File: src/sv/lpmr_pkg.sv
// Shared types and constants for the length-prefixed message ring.
`timescale 1ns / 1ps
package lpmr_pkg;

   localparam int RING_BYTES   = 4096;
   localparam int PREFIX_BYTES = 8;
   localparam int PTR_W        = $clog2(RING_BYTES);
   localparam int CNT_W        = PTR_W + 1;
   localparam int IDX_W        = 4;
   localparam int BSEL_W       = 3;
   localparam int LEN_W        = 8 * PREFIX_BYTES;

   localparam logic [1:0] OP_PUSH = 2'd0;
   localparam logic [1:0] OP_POP  = 2'd1;
   localparam logic [1:0] OP_PEEK = 2'd2;

   localparam logic [1:0] STAT_OK    = 2'd0;
   localparam logic [1:0] STAT_FULL  = 2'd1;
   localparam logic [1:0] STAT_EMPTY = 2'd2;

   typedef enum logic [4:0] {
      S_IDLE   = 5'b00001,
      S_PREFIX = 5'b00010,
      S_HDR    = 5'b00100,
      S_LEN    = 5'b01000,
      S_BODY   = 5'b10000
   } state_type;

   typedef struct packed {
      logic take;
      logic prefix_wr;
      logic hdr_rd;
      logic len_ld;
      logic body_out;
   } cmd_type;

   typedef struct packed {
      logic slot_free;
      logic start_prefix;
      logic start_hdr;
      logic start_body;
      logic prefix_done;
      logic hdr_done;
   } stat_type;

endpackage

File: src/sv/lpmr_ctrl.sv
// Controller state machine: sequences prefix writes, header reads and body pops.
`timescale 1ns / 1ps
module lpmr_ctrl import lpmr_pkg::*; (
   input  logic     clock,
   input  logic     reset,
   input  logic     req_valid,
   output logic     req_ready,
   input  stat_type stat,
   output cmd_type  cmd
);

   state_type state_ff, state_in;

   always_comb begin
      state_in  = state_ff;
      cmd       = '0;
      req_ready = 1'b0;
      unique case (state_ff)
         S_IDLE: begin
            req_ready = stat.slot_free;
            cmd.take  = req_valid && stat.slot_free;
            if (cmd.take) begin
               priority if (stat.start_prefix) begin
                  state_in = S_PREFIX;
               end else if (stat.start_hdr) begin
                  state_in = S_HDR;
               end else if (stat.start_body) begin
                  state_in = S_BODY;
               end else begin
                  state_in = S_IDLE;
               end
            end
         end
         S_PREFIX: begin
            cmd.prefix_wr = 1'b1;
            if (stat.prefix_done) begin
               state_in = S_IDLE;
            end
         end
         S_HDR: begin
            cmd.hdr_rd = 1'b1;
            if (stat.hdr_done) begin
               state_in = S_LEN;
            end
         end
         S_LEN: begin
            cmd.len_ld = 1'b1;
            state_in   = S_BODY;
         end
         S_BODY: begin
            cmd.body_out = 1'b1;
            state_in     = S_IDLE;
         end
         default: begin
            state_in = S_IDLE;
         end
      endcase
   end

   always_ff @(posedge clock) begin
      if (reset) begin
         state_ff <= S_IDLE;
      end else begin
         state_ff <= state_in;
      end
   end

endmodule

File: config.mk
export PLATFORM = sky130hd
export DESIGN_NAME = lpmr_ctrl
export DESIGN_NICKNAME = d
export VERILOG_FILES = /design/src/sv/lpmr_pkg.sv /design/src/sv/lpmr_ctrl.sv
export SDC_FILE = /design/constraint.sdc
export NUM_CORES = 1
export LEC_CHECK = 0
export BUFFER_PORTS_ARGS = -buffer_cell sky130_fd_sc_hd__buf_2
export CORE_AREA = 4 4 41 43
export CTS_BUF_LIST = sky130_fd_sc_hd__clkbuf_4 sky130_fd_sc_hd__clkbuf_8
export DETAILED_ROUTE_END_ITERATION = 7
export DIE_AREA = 0 0 45 47
export PLACE_DENSITY = 0.49
export SKIP_CTS_REPAIR_TIMING = 1
export SLEW_MARGIN = 10
export SYNTH_ARGS = -nofsm -noshare
export SYNTH_HDL_FRONTEND = slang
export SYNTH_SLANG_ARGS = --single-unit
File: constraint.sdc
create_clock -name clock -period 1.9 [get_ports clock]
set_input_delay 0.285 -clock clock [delete_from_list [all_inputs] [get_ports clock]]
set_output_delay 0.285 -clock clock [all_outputs]
set_load 0.05 [all_outputs]
# After elaboration in Yosys (flattened, before gate mapping)
# Cells that the tools add are included.
[word_totals]
wordCells = 24
in_bits = 9
register_bits = 5
[classes]
reduce_logical = 2
eq_ne = 8
n_mux = 13
[op_table]
columns = ["cell", "count"]
rows = [
  ["$mux 5", 6],
  ["$pmux 5 s4", 1],
  ["$mux 1", 6],
  ["$ne 2x2->1 const B", 3],
  ["$eq 5x1->1 const B", 1],
  ["$eq 5x2->1 const B", 1],
  ["$eq 5x3->1 const B", 1],
  ["$eq 5x4->1 const B", 1],
  ["$eq 5x5->1 const B", 1],
  ["$reduce_and 3->1", 1],
  ["$logic_and 1x1->1", 1],
]

# Depth between registers and ports, before layout
# Gate-level depths: netlist (run 1).
[logic_depth]
depth_word = 5
mapped_depth = 5
ltp_nobuf = 4

# Worst setup path before layout (run 1)
# Ideal clock, no wire load.
[synth_timing]
path_kind = "register to output"
start = "reg state_ff[2]"
end = "out cmd[0] in the netlist's numbering"
n_path_buf = 1
t_required_ps = 1615
path_slack_ps = -369
stages_incl_launch_ff = 4
arrival_time_ps = 1984
cell_sequence = "dfxtp_1 > buf_6 > or3_4 > nor3b_1"
[synth_rtl]
columns = ["element", "line", "source"]
rows = [
  ["start: declaration", "lpmr_ctrl.sv:12", "state_type state_ff, state_in;"],
  ["start signal: assignment", "lpmr_ctrl.sv:64", "state_ff <= state_in;"],
  ["end: declaration", "lpmr_ctrl.sv:9", "output cmd_type cmd"],
]

==> results of run 1 <==
[cell usage after synthesis]
library cell,n
a2111oi_1,1
a21oi_1,3
and2_1,1
and3_1,4
and3_2,1
buf_6,1
dfxtp_1,5
inv_1,2
nand2_1,1
nand3_1,2
nand4b_1,1
nor2_1,5
nor2b_1,1
nor3_1,3
nor3b_1,1
nor4_4,1
o2111ai_1,1
o211a_1,1
o211ai_1,1
o21ai_0,2
o21ai_1,1
or2b_2,1
or3_4,1
xor2_1,1
[per-layer routing]
| layer | routed length (um) | share of wire | track usage | up-vias |
|---|---|---|---|---|
| met1 | 329 | 0.40 | 0.116 | 172 |
| met2 | 432 | 0.53 | 0.155 | 9 |
| met5 | 0 | 0 | 0 | - |
| met3 | 56 | 0.068 | 0.0153 | 0 |
| met4 | 0 | 0 | 0.0702 | 0 |
| li1 | - | - | - | 189 |
[cell type report]
| type | instances | area share |
|---|---|---|
| inverters | 2 | 0.0164 |
| multi-input cells | 34 | 0.505 |
| well taps | 15 | 0.0410 |
| repair buffers | 14 | 0.153 |
| flip-flops and latches | 5 | 0.219 |
| clock buffers | 4 | 0.0656 |
[through the flow]
stage / hold WS (ns) / power, W
6_report: 0.245 / 0.000548
5_1_grt: 0.257 / 0.000594
4_1_cts: 0.234 / 0.000558
3_5_place_dp: 0.491 / 0.000417
3_3_place_gp: 0.482 / 0.000422
2_1_floorplan: 0.354 / 0.000363
[report_power, final]
part / switching (W) / internal [W]
Clock: 0.0000407 / 0.0000934
Combinational: 0.000160 / 0.000101
Sequential: 0.0000291 / 0.000124
Total: 0.000230 / 0.000318
[cell families after synthesis]
logic type                share of synthesized area
xor gates and xnor gates                     0.0255
DFF                                           0.291
and+or+nand+nor                               0.436
buffers and inverters                        0.0546
AOI/OAI and AO/OA                             0.193
[cell usage in the layout (no fill, tap or decap), types with 2 or more instances in the layout]
cell,Yosys,final
nor3_1,3,3
nor2_1,5,5
buf_2,0,14
and3_1,4,4
nand3_1,2,2
inv_1,2,2
a21oi_1,3,3
o21ai_0,2,2
clkbuf_4,0,4
dfxtp_1,5,5
[worst min-delay path by stage]
stage / start / end / cells past startpoint
CTS: reset / state_ff[2]$_SDFFE_PP0P_ / 2
detailed placement: reset / state_ff[2]$_SDFFE_PP0P_ / 2
global route: reset / state_ff[2]$_SDFFE_PP0P_ / 2
global placement: reset / state_ff[2]$_SDFFE_PP0P_ / 2
finish: reset / state_ff[2]$_SDFFE_PP0P_ / 2
floorplan: reset / state_ff[2]$_SDFFE_PP0P_ / 1
==> summary.txt, run 1 <==
Finish
  • Multi-input gate area: 231 um2
  • Most flops, register: state_ff
  • Top flop regs: state_ff x5
  • Max FFs per register: 5
  • Non-filler cells, final: 74
  • Fin area: 458 um2
  • Layout Area Growth over Synthesis: 33.1%
  • Share of layout cells above drive strength 1: 0.407
  • Fill cells: 153
  • Fin util: 0.352
  • N_diodes: 0
  • Final nets: 69
  • Register area: 100 um2

Die
  • Die Y-Extent: 47 um
  • Core area: 0.00130 mm2
  • Std cell rows: 13
  • Io pins: 15
  • Die Wd: 45 um
  • Die area: 0.00212 mm2
  • Initial core utilization: 0.264

Critical path
  • Worst Reg2Reg Path Length in Cells: 4
  • Worst setup path class: reg2out
  • WP buf/inv: 1
  • Crit path launch type: flip-flop
  • Setup crit start: state_ff[2]$_SDFFE_PP0P_
  • WP data arrival: 1.49 ns
  • CP delay by family, top: simple AND/OR/NAND/NOR gates
  • CP cell instances: nor3_1 > and3_1 > and2_2 > buf_2
  • Crit Path Max Fanout: 8
  • Worst R2R End: state_ff[0]$_SDFFE_PP1P_
  • Slowest stage delay, CP: 0.37 ns
  • R2R setup slack: 0.53 ns
  • Element type at the critical path end: output port
  • Critical Path RT: 1.62 ns
  • FF-to-FF Start: state_ff[2]$_SDFFE_PP0P_
  • Crit path capture: cmd[4]
  • CP max-delay cell: dfxtp_1
  • Cell depth of the worst setup path: 4

CTS
  • CTS max path bufs: 2
  • Insertion delay to the later sink of the worst-skew pair: 0.24 ns
  • H-Tree Depth: 1
  • Number of CTS-inserted buffers: 3
  • Clock-pin slew on the worst setup and hold paths: 0.04 ns
  • CTS tree: yes
  • Root buf cell: clkbuf_4
  • Clock sink total: 5

Route
  • Vias per cell: 5.00
  • Drt wl/cell: 11.1 um
  • Antenna-violating nets left: 0
  • Residual DRC count: 0
  • Initial drt markers: 11
  • DRT Wirelength: 818 um
  • Detailed Routing Iterations Pass 1: 4
  • Routed vias: 370

STA
  • Rel. slew slack: 0.740
  • Period utilization: 0.935
  • Final Hold Fails: 0
  • Final worst setup slack: 0.124 ns
  • RSZ-0062 raised after global routing: false
  • Highest Clock Rate: 563 MHz
  • Tightest Pin Transition: 0.389 ns
  • Final Setup Violations: 0
  • Setup tns final: 0 ns
  • Max Transition Viols Final: 0
  • Setup Skew: 0.000483 ns
  • Period minus WS final: 1.78 ns

Global routing
  • Largest net degree at the start of global routing: 9
  • Number of global-route vias before repair: 353
  • First-pass GRT wire length: 1440 um
  • Total GRT Usage: 0.0964
  • Initial antenna violation count: 0
  • GRT Residual Overflow: 0

Power
  • P per Cell Area: 1200 mW/mm2
  • Worst vdd ir: 0.590 mV
  • Leak pwr: 0.232 nW

Placement
  • Dpl cell area: 428 um2
  • Cell count after placement: 70
  • Worst slack at placement: 0.361 ns
  • Final GP Congestion: 0.709
  • IO Port Bufs: 14

Synthesis
  • Seq cells post-synth: 5
  • Cell Area, Synth: 344 um2
  • Biggest area consumer among synthesized cells: dfxtp_1
  • Synth warnings: 0
  • Top cells by area, synth: dfxtp_1 (29%), and3_1 (7.3%), nor4_4 (6.2%)
  • Mean Syn Cell Area: 8.19 um2
  • Sequential area share after synthesis: 0.291
  • Cells after synthesis: 42
  • Post-synth top area share: 0.291
  • Syn_nets: 51
  • Number of distinct library cells after synthesis: 24

Outcome
  • Status: finished clean

Run
  • Max-cap check violation count: 0

Hold path
  • Tightest Hold Check Type: in2reg
No activity file was read; power rests on OpenSTA's default activity.
==> inputs of run 2 (changes only) <==
- BUFFER_PORTS_ARGS: -buffer_cell sky130_fd_sc_hd__buf_2 -> unset
- DONT_BUFFER_PORTS: unset -> 1
- PLACE_DENSITY: 0.49 -> 0.5
==> summary.txt, run 2 (synthesized netlist as in run 1, its figures left out) <==
Outcome
  • Status: finished clean

Global routing
  • Largest net degree at the start of global routing: 9 (unchanged)
  • First-pass GRT wire length: 1290 um (-11%)
  • Initial antenna violation count: 0 (unchanged)
  • Number of global-route vias before repair: 313 (-11%)
  • GRT Residual Overflow: 0 (unchanged)
  • Total GRT Usage: 0.0879 (-0.00856)

CTS
  • CTS tree: yes
  • Insertion delay to the later sink of the worst-skew pair: 0.24 ns (about the same)
  • H-Tree Depth: 1 (unchanged)
  • Number of CTS-inserted buffers: 3 (unchanged)
  • CTS max path bufs: 2 (unchanged)
  • Clock sink total: 5 (unchanged)
  • Root buf cell: clkbuf_4
  • Clock-pin slew on the worst setup and hold paths: 0.04 ns (about the same)

Route
  • Routed vias: 334 (-9.7%)
  • Vias per cell: 5.30 (+6.0%)
  • Initial drt markers: 3 (-8)
  • Drt wl/cell: 13.4 um (+22%)
  • Detailed Routing Iterations Pass 1: 2 (-2)
  • Residual DRC count: 0 (unchanged)
  • DRT Wirelength: 847 um (+3.5%)
  • Antenna-violating nets left: 0 (unchanged)

STA
  • Period utilization: 0.907 (-0.0277)
  • RSZ-0062 raised after global routing: false
  • Tightest Pin Transition: 0.419 ns (+0.0299 ns)
  • Final Hold Fails: 0 (unchanged)
  • Setup tns final: 0 ns (unchanged)
  • Rel. slew slack: 0.721 (-0.0196)
  • Final Setup Violations: 0 (unchanged)
  • Setup Skew: 0.000871 ns (+0.000388 ns)
  • Period minus WS final: 1.72 ns (-0.0527 ns)
  • Max Transition Viols Final: 0 (unchanged)
  • Final worst setup slack: 0.176 ns (+0.0527 ns)
  • Highest Clock Rate: 580 MHz (+3.1%)

Hold path
  • Tightest Hold Check Type: in2reg
  • Hold depth: 1 (-1)
  • Hold Crit Start: reset
  • Hold EP: state_ff[2]$_SDFFE_PP0P_

Critical path
  • Worst setup path class: reg2out
  • WP data arrival: 1.44 ns (-0.05 ns)
  • Worst Reg2Reg Path Length in Cells: 4 (unchanged)
  • Element type at the critical path end: output port
  • FF-to-FF Start: state_ff[2]$_SDFFE_PP0P_
  • Crit path launch type: flip-flop
  • R2R setup slack: 0.52 ns (about the same)
  • Critical Path RT: 1.62 ns (about the same)
  • Worst R2R End: state_ff[2]$_SDFFE_PP0P_
  • Crit Path Max Fanout: 8 (unchanged)

Placement
  • Final GP Congestion: 0.744 (+4.9%)
  • IO Port Bufs: 0 (-14)
  • Dpl cell area: 380 um2 (-11%)
  • Post-DP HPWL: 669 um
  • Worst slack at placement: 0.434 ns (+0.0733 ns)

Finish
  • Final nets: 58 (-16%)
  • Fill cells: 145 (-5.2%)
  • Max FFs per register: 5 (unchanged)
  • Register area: 100 um2 (unchanged)
  • Share of layout cells above drive strength 1: 0.271 (-0.136)
  • Layout Area Growth over Synthesis: 19.3%
  • Most flops, register: state_ff
  • Commonest cells after routing, fill and taps aside: nor2_1 (5), dfxtp_1 (5), and3_1 (4), clkbuf_4 (4)
  • Fin area: 410 um2 (-10%)
  • N_diodes: 0 (unchanged)
  • Multi-input gate area: 231 um2 (unchanged)
  • Top flop regs: state_ff x5

Run
  • Max-cap check violation count: 0 (unchanged)

Power
  • Worst vdd ir: 0.484 mV (-18%)
  • Leak pwr: 0.184 nW (-20%)
  • P per Cell Area: 1300 mW/mm2 (+8.6%)
  • Total power: 0.000533 W (-2.7%)

Die
  • Core area: 0.00130 mm2 (unchanged)
  • Io pins: 15 (unchanged)
  • Initial core utilization: 0.264 (unchanged)
  • Die area: 0.00212 mm2 (unchanged)
  • Std cell rows: 13 (unchanged)
  • Die Y-Extent: 47 um (unchanged)
  • Die Wd: 45 um (unchanged)
## run 2: changes by cell type in the layout (fill, tap and decap cells not counted)
cell   before  now
buf_4       0    3
buf_2      14    0
## run 2: layout make-up
type                    instances  share of cell area
multi-input cells              34               0.564
inverters                       2              0.0183
flip-flops and latches          5               0.244
well taps                      15              0.0457
clock buffers                   4              0.0732
repair buffers                  3              0.0549
## run 2: worst max-delay path, stage by stage, from the launching register on
cell and delay, ns:
dfxtp_1 0.37, or3_4 0.43, nor3b_2 0.19, buf_4 0.22
## run 2: power breakdown
part | total [W] | leakage [nW] | internal (W) | switching, W
Sequential | 0.000152 | 0.0408 | 0.000124 | 0.0000277
Clock | 0.000133 | 0.0184 | 0.0000934 | 0.0000399
Combinational | 0.000248 | 0.125 | 0.0000951 | 0.000153
Total | 0.000533 | 0.184 | 0.000313 | 0.000221
## run 2: per-stage QoR
stage          instances  utilization  hold WS [ns]
2_1_floorplan         42            -         0.354
3_3_place_gp          59        0.292         0.364
3_5_place_dp          59        0.292         0.366
4_1_cts               63        0.315         0.111
5_1_grt               63        0.315         0.107
6_report              63        0.315         0.119
## run 2: worst max path at each step
stage | from | to | slack [ns]
5_1_grt | state_ff[2]$_SDFFE_PP0P_ | cmd[4] | 0.10
2_1_floorplan | state_ff[2]$_SDFFE_PP0P_ | cmd[4] | 0.09
3_5_place_dp | state_ff[2]$_SDFFE_PP0P_ | cmd[0] | 0.43
3_3_place_gp | state_ff[1]$_SDFFE_PP0P_ | cmd[0] | 0.43
4_1_cts | state_ff[2]$_SDFFE_PP0P_ | cmd[0] | 0.17
6_report | state_ff[2]$_SDFFE_PP0P_ | cmd[0] | 0.18
## run 2: routing by layer
| metal | track usage | share of wire | up-vias |
|---|---|---|---|
| li1 | - | - | 167 |
| met1 | 0.0915 | 0.42 | 157 |
| met2 | 0.136 | 0.48 | 8 |
| met3 | 0.0307 | 0.083 | 2 |
| met4 | 0.0877 | 0.011 | 0 |
| met5 | 0 | 0 | - |
==> inputs of run 3 (changes only) <==
- CELL_PAD_IN_SITES_DETAIL_PLACEMENT: unset -> 1
- CELL_PAD_IN_SITES_GLOBAL_PLACEMENT: unset -> 1
- PLACE_DENSITY: 0.5 -> 0.62
==> summary.txt, run 3 (synthesized netlist as in run 1, its figures left out) <==
Die
  • Std cell rows: 13 (unchanged)
  • Die area: 0.00212 mm2 (unchanged)
  • Io pins: 15 (unchanged)
  • Core area: 0.00130 mm2 (unchanged)
  • Die Y-Extent: 47 um (unchanged)
  • Die Wd: 45 um (unchanged)
  • Initial core utilization: 0.264 (unchanged)

Finish
  • Fin area: 410 um2 (unchanged)
  • Most flops, register: state_ff
  • Register area: 100 um2 (unchanged)
  • Max FFs per register: 5 (unchanged)
  • N_diodes: 0 (unchanged)
  • Multi-input gate area: 231 um2 (unchanged)
  • Layout Area Growth over Synthesis: 19.3% (unchanged)
  • Top flop regs: state_ff x5
  • Final nets: 58 (unchanged)
  • Fill cells: 156 (+7.6%)
  • Share of layout cells above drive strength 1: 0.271 (unchanged)
  • Fin util: 0.315 (unchanged)
  • Commonest cells after routing, fill and taps aside: nor2_1 (5), dfxtp_1 (5), and3_1 (4), clkbuf_4 (4)

Hold path
  • Tightest Hold Check Type: in2reg
  • Hold depth: 1 (unchanged)

Critical path
  • Worst Reg2Reg Path Length in Cells: 4 (unchanged)
  • WP data arrival: 1.44 ns (about the same)
  • Crit path launch type: flip-flop
  • CP cell instances: nor3_1 > and3_1 > and2_2
  • CP max-delay cell: dfxtp_1
  • Critical Path RT: 1.62 ns (about the same)
  • Element type at the critical path end: output port
  • Slowest stage delay, CP: 0.37 ns (-0.06 ns)
  • Worst setup path class: reg2out
  • Crit Path Max Fanout: 8 (unchanged)

Global routing
  • Initial antenna violation count: 0 (unchanged)
  • First-pass GRT wire length: 1460 um (+13%)
  • Number of global-route vias before repair: 328 (+4.8%)
  • Total GRT Usage: 0.101 (+0.0135)
  • GRT Residual Overflow: 0 (unchanged)
  • Largest net degree at the start of global routing: 9 (unchanged)

Placement
  • IO Port Bufs: 0 (unchanged)
  • Dpl cell area: 380 um2 (unchanged)
  • Final GP Congestion: 0.747 (+0.39%)
  • Post-DP HPWL: 732 um (+9.4%)

STA
  • Setup tns final: 0 ns (unchanged)
  • Period minus WS final: 1.72 ns (+0.00129 ns)
  • Rel. slew slack: 0.719 (-0.00111)
  • Tightest Pin Transition: 0.420 ns (+0.00167 ns)
  • Highest Clock Rate: 580 MHz (about the same)
  • Max Transition Viols Final: 0 (unchanged)
  • Period utilization: 0.908 (about the same)
  • Final Hold Fails: 0 (unchanged)
  • RSZ-0062 raised after global routing: false
  • Setup Skew: 0.00326 ns (+0.00239 ns)
  • Final Setup Violations: 0 (unchanged)

Run
  • Max-cap check violation count: 0 (unchanged)

Route
  • Antenna-violating nets left: 0 (unchanged)
  • Drt wl/cell: 14.1 um (+5.2%)
  • Routed vias: 335 (+0.30%)
  • Detailed Routing Iterations Pass 1: 4 (+2)
  • Initial drt markers: 7 (+4)
  • Vias per cell: 5.32 (+0.30%)
  • Residual DRC count: 0 (unchanged)
  • DRT Wirelength: 891 um (+5.2%)

CTS
  • Root buf cell: clkbuf_4
  • CTS tree: yes
  • CTS max path bufs: 2 (unchanged)
  • Clock sink total: 5 (unchanged)
  • Insertion delay to the later sink of the worst-skew pair: 0.23 ns (about the same)
  • H-Tree Depth: 1 (unchanged)
  • Clock-pin slew on the worst setup and hold paths: 0.04 ns (about the same)
  • Number of CTS-inserted buffers: 3 (unchanged)

Power
  • Leak pwr: 0.184 nW (unchanged)
  • P per Cell Area: 1310 mW/mm2 (+1.1%)
  • Worst vdd ir: 0.575 mV (+19%)
  • Total power: 0.000539 W (+1.1%)

Outcome
  • Status: finished clean
[run 3: cell counts in the layout (fill, tap and decap cells not counted)]
Identical to the previous run, type by type.
[run 3: final cells by class]
cell class              instances  area share
multi-input cells              34       0.564
flip-flops and latches          5       0.244
clock buffers                   4      0.0732
repair buffers                  3      0.0549
well taps                      15      0.0457
inverters                       2      0.0183
[run 3: through the flow]
step	hold WS, ns	setup WS (ns)	cells
after global routing	0.100	0.108	63
after floorplan	0.354	0.0871	42
after global placement	0.360	0.442	59
final	0.113	0.175	63
after detailed placement	0.357	0.431	59
after CTS	0.104	0.169	63
[run 3: where the power goes]
part           switching (W)  leakage (nW)  internal, W
clock              0.0000377        0.0184    0.0000933
combinational       0.000159         0.125    0.0000952
sequential         0.0000301        0.0408     0.000124
total               0.000227         0.184     0.000313
[run 3: critical path, delay by kind of cell (launching register included)]
kind             cells  cell delay (ns)
AND/OR/NAND/NOR      3             0.83
flip-flops           1             0.37
[run 3: final timing paths]
check / to / slack (ns) / start
setup / recovery: cmd[4] / 0.18 / state_ff[2]$_SDFFE_PP0P_
hold / removal: state_ff[2]$_SDFFE_PP0P_ / 0.11 / reset
setup reg to reg: state_ff[0]$_SDFFE_PP1P_ / 0.49 / state_ff[2]$_SDFFE_PP0P_
hold reg to reg: state_ff[0]$_SDFFE_PP1P_ / 0.65 / state_ff[4]$_SDFFE_PP0P_
[run 3: layer usage]
| layer | GRT usage | up-vias | wire [um] |
|---|---|---|---|
| met5 | 0 | - | 0 |
| met4 | 0.0877 | 0 | 10 |
| met3 | 0.0307 | 2 | 57 |
| met2 | 0.144 | 10 | 423 |
| met1 | 0.124 | 156 | 399 |
| li1 | - | 167 | - |
